==> config.mk <==
export PLATFORM = sky130hd
export DESIGN_NAME = srt_ctrl
export DESIGN_NICKNAME = d
export VERILOG_FILES = /design/src/rtl/core/srt_pkg.sv /design/src/rtl/core/srt_ctrl.sv
export SDC_FILE = /design/constraint.sdc
export NUM_CORES = 1
export LEC_CHECK = 0
export ABC_CLOCK_PERIOD_IN_PS = 1200
export BUFFER_PORTS_ARGS = -buffer_cell sky130_fd_sc_hd__buf_2
export CORE_AREA = 2 2 39 41
export CTS_CLUSTER_SIZE = 25
export DETAILED_ROUTE_END_ITERATION = 8
export DIE_AREA = 0 0 41 43
export SETUP_SLACK_MARGIN = 0.3
export SYNTH_ARGS = -nofsm -noshare
export SYNTH_HDL_FRONTEND = slang
export SYNTH_SLANG_ARGS = --single-unit
export TNS_END_PERCENT = 30
==> constraint.sdc <==
create_clock -name clk -period 1.2 [get_ports clk]
set_input_delay 0.18 -clock clk [delete_from_list [all_inputs] [get_ports clk]]
set_output_delay 0.18 -clock clk [all_outputs]
set_load 0.02 [all_outputs]
==> src/rtl/core/srt_pkg.sv <==
// shared types and constants of the stream rank tracker
package srt_pkg;

	// default sizing handed to the top level parameters
	localparam int DEF_ENTRIES    = 64;
	localparam int DEF_COUNT_BITS = 16;

	// fixed field widths
	localparam int VALUE_W  = 32;
	localparam int RANK_W   = 23;
	localparam int STATUS_W = 2;

	// largest reportable rank, results above it saturate
	localparam logic [RANK_W-1:0] RANK_MAX = 23'h3F_FFFF;

	// item modes
	localparam logic MODE_TRACK = 1'b0;
	localparam logic MODE_QUERY = 1'b1;

	// result status codes
	localparam logic [STATUS_W-1:0] STATUS_OK   = 2'd0;
	localparam logic [STATUS_W-1:0] STATUS_FULL = 2'd1;
	localparam logic [STATUS_W-1:0] STATUS_SAT  = 2'd2;

	// controller states
	typedef enum logic [1:0] {
		S_IDLE,
		S_SCAN,
		S_DONE
	} srt_state_t;

	// controller to datapath commands
	typedef struct packed {
		logic load;
		logic scan;
		logic commit;
		logic out_load;
	} srt_cmd_t;

	// datapath to controller status
	typedef struct packed {
		logic hit;
		logic scan_end;
	} srt_sts_t;

endpackage

==> src/rtl/core/srt_ctrl.sv <==
// controller state machine of the stream rank tracker
module srt_ctrl
	import srt_pkg::*;
(
	input  logic     clk,
	input  logic     arst_n,
	input  logic     in_valid,
	output logic     in_ready,
	output logic     out_valid,
	input  logic     out_ready,
	output srt_cmd_t cmd,
	input  srt_sts_t sts
);

	srt_state_t state_q;
	srt_state_t state_d;
	logic       out_valid_q;

	// state register
	always_ff @(posedge clk or negedge arst_n) begin
		if (!arst_n) begin
			state_q <= S_IDLE;
		end else begin
			state_q <= state_d;
		end
	end

	// next state and commands
	always_comb begin
		state_d  = state_q;
		cmd      = '0;
		in_ready = 1'b0;
		unique case (state_q)
			S_IDLE: begin
				in_ready = 1'b1;
				if (in_valid) begin
					cmd.load = 1'b1;
					state_d  = S_SCAN;
				end
			end
			S_SCAN: begin
				cmd.scan = 1'b1;
				if (sts.hit) begin
					state_d = S_DONE;
				end else if (sts.scan_end) begin
					cmd.commit = 1'b1;
					state_d    = S_DONE;
				end
			end
			S_DONE: begin
				if (!out_valid_q || out_ready) begin
					cmd.out_load = 1'b1;
					state_d      = S_IDLE;
				end
			end
			default: begin
				state_d = S_IDLE;
			end
		endcase
	end

	// output valid flag
	always_ff @(posedge clk or negedge arst_n) begin
		if (!arst_n) begin
			out_valid_q <= 1'b0;
		end else if (cmd.out_load) begin
			out_valid_q <= 1'b1;
		end else if (out_ready) begin
			out_valid_q <= 1'b0;
		end
	end

	assign out_valid = out_valid_q;

endmodule

==> impl.org <==
** Worst setup path
- STA classifies the critical path startpoint as a flip-flop.
- The critical path in this run is classified as reg2out.
- For the worst flop-to-flop path, the logic depth is 3.
- Endpoint kind of the worst setup timing path :: output port
- At the worst endpoint, the required time is 1.02 ns.
- In this run the critical register-to-register path is captured at state_q[1].
- Data on the critical path arrives at its endpoint at 1.12 ns.
- CP Launch Point :: state_q[1]
- The startpoint identified for the worst register-to-register timing path is state_q[0].
- Critical path peak fanout :: 3
- Slack of the worst reg-to-reg path :: 0.25 ns

** Clock network
- Number of sinks handled by clock tree synthesis :: 3
- After clock tree synthesis, the clock-pin slew on the worst setup and hold paths is 0.04 ns.
- TritonCTS built the clock tree.
- Clock buffer count from CTS :: 3
- Number of levels the H-tree was split into :: 1
- Skew-Pair Late Insertion Delay :: 0.23 ns
- The longest clock path from root to sink contains 2 buffers.
- Master cell of the clock root buffer :: clkbuf_4

** Finish
- Final core area utilization :: 25.23%
- Layout Area Growth over Synthesis :: 142.6%
- Number of nets at the end of the flow :: 41
- Proportion of layout cells with a drive suffix above 1 :: 73.53%
- Antenna cells :: 0

** Global route
- Total gr overflow :: 0
- Number of global-route vias before repair :: 192
- Global routing used 6.627% of the available tracks across all layers.
- The number of antenna violations at the first check in global routing came to 0.
- Global-route wire length before repair :: 648 um
- Entering global routing, the biggest net connects 5 pins.

** Floorplanning
- Row generation in the floorplan step produced 14 rows.
- Die Area :: 1763 um^2
- Starting Density :: 10.40%
- The core region is 1384 um^2.
- 12 I/O pins were placed.
- Chip Width :: 41 um
- From bottom edge to top edge, the die measures 43 um.

** Drt
- The detail route stage leaves a number of antenna-violating nets equal to 0.
- The routed design uses 25 um of met3 wire.
- In the routed layout, each cell is associated on average with a via count of 3.580.
- In the final routed layout, each cell accounts on average for 8.760 um.
- The routed layout has 179 vias.
- For this run, design rule violations remaining after detail routing come to 0.
- After detailed routing, the total wire length is 438 um.
- The routed design uses 272 um of met2 wire.
- After detailed routing, the wire length on met1 is 127 um.
- The detailed router finished its first iteration with 0 violations.
- Number of detailed-routing iterations run before antenna repair :: 1
- Highest routing layer actually used :: met4

** Yosys
- The synthesized netlist devotes 0% of its cell area to XOR and XNOR gates.
- Top cell type's share of synthesized area :: 52.17%
- Ranked by total cell area, the synthesized netlist is headed by dfrtp_1 52%, nand2b_1 13%, nor3b_1 10%, a21o_1 5.2%, nor2_1 5.2%.
- The synthesized netlist devotes 9.565% of its cell area to compound gates.
- Main combinational cell family by area after synthesis :: simple AND/OR/NAND/NOR gates
- Sequential fraction of the synthesis area :: 52.17%
- When the netlist entered floorplanning its net count stood at 21.
- Fraction of synthesized area in multiplexers :: 0%
- Netlist cell types :: 9
- Total of flip-flops plus latches after synthesis :: 3
- The average instance in the mapped netlist occupies 9.593 um^2.
- Gate count after technology mapping :: 15
- The synthesized design spends more area on one cell type than any other, namely dfrtp_1.
- Cell area after technology mapping :: 143.9 um^2
- Area share of fa/ha/maj cells after synthesis :: 0%
- The synthesized netlist devotes 35.65% of its cell area to simple gates.
- Yosys printed 0 warnings.

** Power
- Internal power :: 0.5233 mW
- Switching share of power :: 36.94%
- Fraction of power consumed by combinational cells :: 56.4%
- Per report_power, the clock group accounts for 20.7% of the total.
- Leakage power :: 0.1820 nW
- Total Power Consumption :: 0.8299 mW
- P per Cell Area :: 2377 nW/um^2
- Across the VDD grid, the largest voltage drop is 0.0002936 V.
- Switching power :: 0.3066 mW
- Sequential cells account for 22.9% of the total power.

** STA
- Setup repair after global routing could not meet its margin everywhere.
- Across all setup checks in the final design, the least slack found is -0.09745 ns.
- The worst path in the final design needs a cycle of 1.297 ns, including I/O delays and setup.
- The final count of pins violating max slew is 0.
- Max-Slew Margin vs Limit :: 87.98%
- For the pin with the worst max-slew slack, the measured transition is 0.1795 ns.
- Setup violations remaining at the end of the flow were counted as 3.
- Timing would allow up to 770.7 MHz.
- Setup clock skew after layout :: 0.0001367 ns
- Final Hold Viols :: 0
- Dividing the final minimum period by the clock period gives 108.1%.

** Place
- At the placement stage, the worst setup path has a slack of 0.09715 ns.
- Total half-perimeter wirelength after legalization and detailed placement :: 300.7 um
- Number of buffer cells added on primary ports :: 11
- Gp weighted congestion :: 0.4950

** Job
- Max-cap violations in this run came to 0.

** Outcome
- Failing checks :: setup timing
- The run finished, with violations left.

** Worst hold path
- In this run the worst hold path is classified as in2reg.
- Launch instance of the worst min-delay path :: sts[0]
- The path with the worst hold slack has its endpoint at state_q[1].
- Counting instances, the worst hold path has a depth of 3.
-- cell usage in the layout, fill, tap and decap left out, drive strengths merged --
cell type	synthesis	layout
nor2b	1	1
dlygate4sd3	0	1
clkbuf	0	4
inv	1	1
nor2	2	2
nand2b	3	3
nand2	1	1
nor3b	2	2
buf	0	14
a21o	1	1
o22ai	1	1
dfrtp	3	3
-- worst max-delay path by stage --
stage / to / cells after the start / slack [ns]
after floorplan: cmd[1] / 2 / 0.19
after global placement: cmd[0] / 3 / 0.12
after detailed placement: cmd[0] / 3 / 0.1
after CTS: cmd[1] / 3 / -0.11
after global routing: cmd[1] / 3 / -0.16
final: cmd[1] / 3 / -0.1
-- routing by layer --
layer	global-route usage [%]	vias up
met5	0	-
met4	10.00	0
met3	3.141	2
met2	11.25	8
met1	2.894	82
li1	-	87
-- kinds of logic (layout without fill, tap and decap cells) --
group | Yosys count | in the layout
simple gates | 9 | 9
flops | 3 | 3
buf+inv | 1 | 20
compound gates | 2 | 2
-- stage by stage --
stage / cell area (um^2) / instances / hold slack (ns) / setup TNS (ns)
final: 349.1 / 50 / 0.2548 / -0.1544
after global routing: 349.1 / 50 / 0.2611 / -0.4009
after CTS: 349.1 / 50 / 0.2539 / -0.1747
after detailed placement: 250.2 / 42 / -0.02429 / 0
after global placement: 250.2 / 42 / -0.02159 / 0
after floorplan: 175.2 / 15 / -0.1156 / 0
-- critical path: stages, from the launching register on --
cell and delay, ns:
dfrtp_2 0.41, nand2b_4 0.16, nor3b_4 0.18, buf_6 0.14
-- state kept, by name, indices dropped and copies added, names as in the netlist --
name	cells
out_valid	1
state_q	2
-- Yosys cell counts --
| cell | number |
|---|---|
| nor3b_1 | 2 |
| o22ai_1 | 1 |
| nand2_1 | 1 |
| nand2b_1 | 3 |
| a21o_1 | 1 |
| nor2_1 | 2 |
| nor2b_1 | 1 |
| inv_2 | 1 |
| dfrtp_1 | 3 |
-- final cells by class --
type	instances	area [um^2]
multi-input cells	11	103.9
flip-flops and latches	3	77.57
inverters	1	3.754
repair buffers	15	117.6
well taps	16	20.02
fillers	154	1035
clock buffers	4	26.28
-- power by group through the flow --
stage               combinational (mW)  sequential, mW  clock (mW)
finish                           0.468           0.190       0.172
CTS                              0.468           0.190       0.179
global route                     0.506           0.194       0.200
global placement                 0.317           0.181           0
detailed placement               0.318           0.183           0
floorplan                        0.206           0.200           0
-- repair_timing --
action                     in CTS  in global routing
gates cloned                    0                  0
setup endpoints to repair       7                  8
buffers inserted                3                  0
hold buffers                    1                  0
pin swaps                       1                  0
hold endpoints to repair        3                  0
resized for setup              13                  0
Power figures use the tool's default switching activity.
