==> src/rtl/core/srt_pkg.sv <==
// shared types and constants of the stream rank tracker
package srt_pkg;

	// default sizing handed to the top level parameters
	localparam int DEF_ENTRIES    = 64;
	localparam int DEF_COUNT_BITS = 16;

	// fixed field widths
	localparam int VALUE_W  = 32;
	localparam int RANK_W   = 23;
	localparam int STATUS_W = 2;

	// largest reportable rank, results above it saturate
	localparam logic [RANK_W-1:0] RANK_MAX = 23'h3F_FFFF;

	// item modes
	localparam logic MODE_TRACK = 1'b0;
	localparam logic MODE_QUERY = 1'b1;

	// result status codes
	localparam logic [STATUS_W-1:0] STATUS_OK   = 2'd0;
	localparam logic [STATUS_W-1:0] STATUS_FULL = 2'd1;
	localparam logic [STATUS_W-1:0] STATUS_SAT  = 2'd2;

	// controller states
	typedef enum logic [1:0] {
		S_IDLE,
		S_SCAN,
		S_DONE
	} srt_state_t;

	// controller to datapath commands
	typedef struct packed {
		logic load;
		logic scan;
		logic commit;
		logic out_load;
	} srt_cmd_t;

	// datapath to controller status
	typedef struct packed {
		logic hit;
		logic scan_end;
	} srt_sts_t;

endpackage

==> src/rtl/core/srt_ram.sv <==
// generic simple dual port ram with registered read
module srt_ram #(
	parameter int WIDTH = 8,
	parameter int DEPTH = 16
) (
	input  logic                     clk,
	input  logic                     we,
	input  logic [$clog2(DEPTH)-1:0] waddr,
	input  logic [WIDTH-1:0]         wdata,
	input  logic [$clog2(DEPTH)-1:0] raddr,
	output logic [WIDTH-1:0]         rdata
);

	logic [WIDTH-1:0] mem_q [DEPTH];
	logic [WIDTH-1:0] rdata_q;

	// write port
	always_ff @(posedge clk) begin
		if (we) begin
			mem_q[waddr] <= wdata;
		end
	end

	// registered read port
	always_ff @(posedge clk) begin
		rdata_q <= mem_q[raddr];
	end

	assign rdata = rdata_q;

endmodule

==> src/rtl/core/srt_dp.sv <==
// datapath of the stream rank tracker: table ram, scan counter, sum and result registers
module srt_dp
	import srt_pkg::*;
#(
	parameter int ENTRIES    = DEF_ENTRIES,
	parameter int COUNT_BITS = DEF_COUNT_BITS
) (
	input  logic                       clk,
	input  logic                       arst_n,
	input  srt_cmd_t                   cmd,
	output srt_sts_t                   sts,
	input  logic                       mode,
	input  logic signed [VALUE_W-1:0]  value,
	output logic signed [RANK_W-1:0]   rank,
	output logic [STATUS_W-1:0]        status
);

	localparam int ADDR_W = $clog2(ENTRIES);
	localparam int FILL_W = $clog2(ENTRIES + 1);
	localparam int SUM_W  = COUNT_BITS + FILL_W;
	localparam int CMP_W  = (SUM_W > RANK_W) ? SUM_W : RANK_W;
	localparam int RAM_W  = VALUE_W + COUNT_BITS;

	logic [FILL_W-1:0]     idx_q;
	logic [FILL_W-1:0]     fill_q;
	logic                  rd_vld_s1;
	logic [ADDR_W-1:0]     rd_addr_s1;
	logic                  mode_q;
	logic [VALUE_W-1:0]    value_q;
	logic [SUM_W-1:0]      sum_q;
	logic [RANK_W-1:0]     res_rank_q;
	logic [STATUS_W-1:0]   res_status_q;
	logic [RANK_W-1:0]     rank_q;
	logic [STATUS_W-1:0]   status_q;

	logic [RAM_W-1:0]      rd_data;
	logic [VALUE_W-1:0]    rd_value;
	logic [COUNT_BITS-1:0] rd_count;
	logic                  issue;
	logic                  hit;
	logic                  at_or_below;
	logic                  full;
	logic                  count_max;
	logic                  we;
	logic [ADDR_W-1:0]     waddr;
	logic [RAM_W-1:0]      wdata;
	logic [CMP_W-1:0]      sum_m1;
	logic [RANK_W-1:0]     rank_calc;

	// entry table: value in the upper bits, count in the lower bits
	srt_ram #(
		.WIDTH (RAM_W),
		.DEPTH (ENTRIES)
	) u_table (
		.clk   (clk),
		.we    (we),
		.waddr (waddr),
		.wdata (wdata),
		.raddr (idx_q[ADDR_W-1:0]),
		.rdata (rd_data)
	);

	assign rd_value = rd_data[RAM_W-1 -: VALUE_W];
	assign rd_count = rd_data[COUNT_BITS-1:0];

	// scan and compare, entries below the fill count are the valid ones
	assign issue       = cmd.scan && (idx_q < fill_q);
	assign hit         = cmd.scan && rd_vld_s1 && (mode_q == MODE_TRACK) && (rd_value == value_q);
	assign at_or_below = $signed(rd_value) <= $signed(value_q);
	assign full        = (fill_q == FILL_W'(ENTRIES));
	assign count_max   = &rd_count;

	assign sts.hit      = hit;
	assign sts.scan_end = (idx_q == fill_q) && !rd_vld_s1;

	// table write: count bump on a hit, or a new entry at the fill point
	always_comb begin
		we    = 1'b0;
		waddr = rd_addr_s1;
		wdata = {rd_value, rd_count + COUNT_BITS'(1)};
		if (hit) begin
			we = !count_max;
		end else if (cmd.commit && (mode_q == MODE_TRACK) && !full) begin
			we    = 1'b1;
			waddr = fill_q[ADDR_W-1:0];
			wdata = {value_q, COUNT_BITS'(1)};
		end
	end

	// rank from the sum: minus one, -1 when empty, saturated at the top
	always_comb begin
		sum_m1 = CMP_W'(sum_q) - CMP_W'(1);
		if (sum_q == '0) begin
			rank_calc = '1;
		end else if (sum_m1 > CMP_W'(RANK_MAX)) begin
			rank_calc = RANK_MAX;
		end else begin
			rank_calc = sum_m1[RANK_W-1:0];
		end
	end

	// scan counter, read valid and fill count
	always_ff @(posedge clk or negedge arst_n) begin
		if (!arst_n) begin
			idx_q     <= '0;
			fill_q    <= '0;
			rd_vld_s1 <= 1'b0;
		end else begin
			if (cmd.load) begin
				idx_q     <= '0;
				rd_vld_s1 <= 1'b0;
			end else begin
				rd_vld_s1 <= issue;
				if (issue) begin
					idx_q <= idx_q + FILL_W'(1);
				end
			end
			if (cmd.commit && (mode_q == MODE_TRACK) && !full) begin
				fill_q <= fill_q + FILL_W'(1);
			end
		end
	end

	// item capture, address pipe and count sum
	always_ff @(posedge clk) begin
		if (cmd.load) begin
			mode_q  <= mode;
			value_q <= value;
			sum_q   <= '0;
		end else if (cmd.scan && rd_vld_s1 && (mode_q == MODE_QUERY) && at_or_below) begin
			sum_q <= sum_q + SUM_W'(rd_count);
		end
		if (issue) begin
			rd_addr_s1 <= idx_q[ADDR_W-1:0];
		end
	end

	// result and output registers
	always_ff @(posedge clk) begin
		if (hit) begin
			res_rank_q   <= '0;
			res_status_q <= count_max ? STATUS_SAT : STATUS_OK;
		end else if (cmd.commit) begin
			if (mode_q == MODE_TRACK) begin
				res_rank_q   <= '0;
				res_status_q <= full ? STATUS_FULL : STATUS_OK;
			end else begin
				res_rank_q   <= rank_calc;
				res_status_q <= STATUS_OK;
			end
		end
		if (cmd.out_load) begin
			rank_q   <= res_rank_q;
			status_q <= res_status_q;
		end
	end

	assign rank   = rank_q;
	assign status = status_q;

endmodule
==> config.mk <==
export PLATFORM = sky130hd
export DESIGN_NAME = srt_dp
export DESIGN_NICKNAME = d
export VERILOG_FILES = /design/src/rtl/core/srt_pkg.sv /design/src/rtl/core/srt_ram.sv /design/src/rtl/core/srt_dp.sv
export SDC_FILE = /design/constraint.sdc
export NUM_CORES = 2
export LEC_CHECK = 0
export BUFFER_PORTS_ARGS = -buffer_cell sky130_fd_sc_hd__buf_2
export CORE_MARGIN = 8
export CORE_UTILIZATION = 55
export CTS_CLUSTER_DIAMETER = 150
export DETAILED_ROUTE_END_ITERATION = 8
export PLACE_DENSITY = 0.71
export SYNTH_ARGS = -nofsm -noshare
export SYNTH_HDL_FRONTEND = slang
export SYNTH_SLANG_ARGS = --single-unit
==> constraint.sdc <==
create_clock -name clk -period 16.3 [get_ports clk]
set_input_delay 4.89 -clock clk [delete_from_list [all_inputs] [get_ports clk]]
set_output_delay 4.89 -clock clk [all_outputs]
set_load 0.02 [all_outputs]
==> results.toml <==
[placement]
dpl_cell_area_mm2 = 0.1299
dpl.cell_count = 8192
place_hpwl_mm = 164.8
routabilityCongestion = 0.8387
port_buffers = 65
dp_slack_ps = 5292

[power]
power_mw = 19.93
max-vdd-ir-drop_v = 0.0001067
power_density_mw_per_mm2 = 142.3
p_leak_nw = 43.00

[drt]
first_pass_iters = 5
avgViaCountPerCell = 6.588
routedWlPerCell_um = 33.93
wirelength_mm = 297.4
vias = 57740
drc_errors = 0
drtIter0Drc = 7338
ant_nets = 0

[sta]
finalMaxSlewViolations = 0
max_freq_mhz = 90.64
finalSetupViolCount = 0
fin_tns_setup_ps = 0
clock_skew_ps = 64.74
fin_ws_ps = 5268
period_share = 0.6768
worstMarginPinSlew_ps = 1204
finalHoldViolations = 0
fin_crit_ps = 11030
slew_headroom = 0.1971
rsz0062_at_grt = "no"

[clocking]
cts.reportedPaths.clkPinSlew_ps = 50
post_cts_buffers = 0
cts_tree = "done"
clk_path_buf_depth = 4
cts_buffers = 330
htree_levels = 5
clk_latency_ps = 950
cts-root-buf = "clkbuf_16"
ctsResizeCount = 0
hold_buffers = 0
cts_sinks = 3247

[floorplanning]
core_area_mm2 = 0.2251
die_h_um = 492.1
start_util = 0.5537
num_rows = 174
io_pins = 66
dieArea_mm2 = 0.2421
die_x_um = 492.1

[outcome]
status = "finished, final reports clean"

[worst_setup_path]
cp.required_ps = 11410
cp_max_fo = 4
worstSetupPathType = "in2out"
crit_path_end_kind = "output port"
crit_start = "cmd[2]"
critPathArrivalTime_ps = 6140
rr_startpoint = "value_q[14]$_DFFE_PP_"
cp-start-kind = "input pin"

[logic_synthesis]
synth_cells = 5231
synthesis.area_mm2 = 0.1246
postSynth.asyncResetShare = 0.004620
ys_ff_latch = 3247
synth-edff-count = 3138
ys_seq_area_frac = 0.7741
avgSynthCellArea_um2 = 23.83
synth_ff_type = "edfxtp_1"
ys_warn_count = 0
synth_nets = 5332
ys_types = 62

[layout]
final_common_cell = "edfxtp_1"
postLayoutCellArea_mm2 = 0.1400
areaGrowthSynthToFinish_pct = 12.36
fill_cells = 14620
drive_above_1_share = 0.3137
layout.nets = 5633
layoutNonFillerInstCount = 8764
mostFrequentLayoutCells = "3138 x edfxtp_1, 1008 x mux4_2, 337 x clkbuf_16"

[job]
cap_violations = 0

[grt]
grt_pass1_wl_mm = 425.9
grt_usage = 0.2440
grt_max_degree = 111
grt_pass1_vias = 58650
overflow = 0
antenna_found_initial = 5

[min_path]
hp-start = "res_rank_q[22]$_SDFFE_PP0P_"
hold_path.class = "reg2reg"
-- flip-flops by register name (all words and copies together), names as in the netlist --
name and count:
fill_q 7, rd_vld_s1 1, mode_q 1, u_table.mem_q 3072
sum_q 23, idx_q 7, u_table.rdata 48, status 2
rd_addr_s1 6, res_rank_q 23, res_status_q 2, value_q 32
rank 23
-- worst paths after layout --
kind	cells after the start	to	slack, ps
worst max-delay path	4	sts[1]	5270
worst min-delay path	0	rank[22]$_DFFE_PP_	430
worst max register to register	12	u_table.mem_q[16][18]$_DFFE_PP_	8720
worst min register to register	0	rank[22]$_DFFE_PP_	430
max in group asynchronous	1	idx_q[3]$_DFFE_PN0P_	12080
min in group asynchronous	1	idx_q[0]$_DFFE_PN0P_	3880
-- through the flow --
step | utilization | hold WS [ps]
final | 0.6221 | 433.6
after global placement | 0.5769 | 414.6
after global routing | 0.6221 | 449.9
after floorplan | - | 400.3
after CTS | 0.6221 | 436.6
after detailed placement | 0.5769 | 423.5
-- layer usage --
| layer | track usage | wire length [um] | vias up |
|---|---|---|---|
| li1 | - | - | 23050 |
| met1 | 0.3314 | 112300 | 31020 |
| met2 | 0.4039 | 148400 | 3101 |
| met3 | 0.03980 | 24020 | 562 |
| met4 | 0.09345 | 12650 | 4 |
| met5 | 0 | 27 | - |
-- logic make-up (layout without fill, tap and decap cells) --
kind of cell               after synthesis  in the layout  share of synthesized area
adders and majority gates               62             62                   0.006284
DFF                                   3247           3247                     0.7741
and+or+nand+nor                        335            335                    0.01275
AOI/OAI and AO/OA                      177            177                   0.008643
buffers and inverters                  328            867                    0.01071
xor gates and xnor gates                57             57                   0.004005
muxes                                 1025           1025                     0.1835
other                                    0              2                          0
-- cells in the mapped netlist, drive strengths merged, types with 4 or more instances --
library cell / count / share of area
nor4: 14 / 0.00075
and3: 6 / 0.00030
and2: 7 / 0.00035
ha: 61 / 0.0061
nand2: 83 / 0.0025
nor3: 34 / 0.0014
edfxtp: 3138 / 0.76
or2: 11 / 0.00055
nor2b: 7 / 0.00035
mux4: 1008 / 0.18
nand3: 24 / 0.00096
nand4: 15 / 0.00075
xnor2: 36 / 0.0025
o31ai: 6 / 0.00036
a21oi: 53 / 0.0021
inv: 55 / 0.0017
dfxtp: 94 / 0.015
a22o: 4 / 0.00028
or4: 5 / 0.00030
dfrtp: 15 / 0.0030
buf: 116 / 0.0043
mux2i: 17 / 0.0014
a31oi: 24 / 0.0012
o21ai: 51 / 0.0021
or3: 7 / 0.00035
a21o: 13 / 0.00078
clkbuf: 157 / 0.0047
o211ai: 4 / 0.00024
nor2: 107 / 0.0032
xor2: 21 / 0.0015
nand2b: 4 / 0.00020
-- where the power goes --
| group | total, mW | internal (mW) | switching [mW] |
|---|---|---|---|
| combinational | 2.81 | 1.09 | 1.72 |
| clock | 7.23 | 4.21 | 3.03 |
| sequential | 9.88 | 9.78 | 0.0968 |
| total | 19.9 | 15.1 | 4.84 |
-- worst max-delay path, stage by stage --
cell	delay, ps
buf_2	170
nand2_1	170
nor3_1	560
buf_2	340
-- layout make-up --
type                       instances  area [um^2]  area share
inverter                          55        206.4    0.001474
tap                             2992         3744     0.02673
clock inverter                   135         1261    0.009006
timing repair buffer             242         1707     0.01219
multi-input combinational       1656        27700      0.1978
antenna                            2        5.005  0.00003574
sequential                      3247        96510      0.6891
clock buffer                     435         8911     0.06363
No activity file was read; power rests on OpenSTA's default activity.
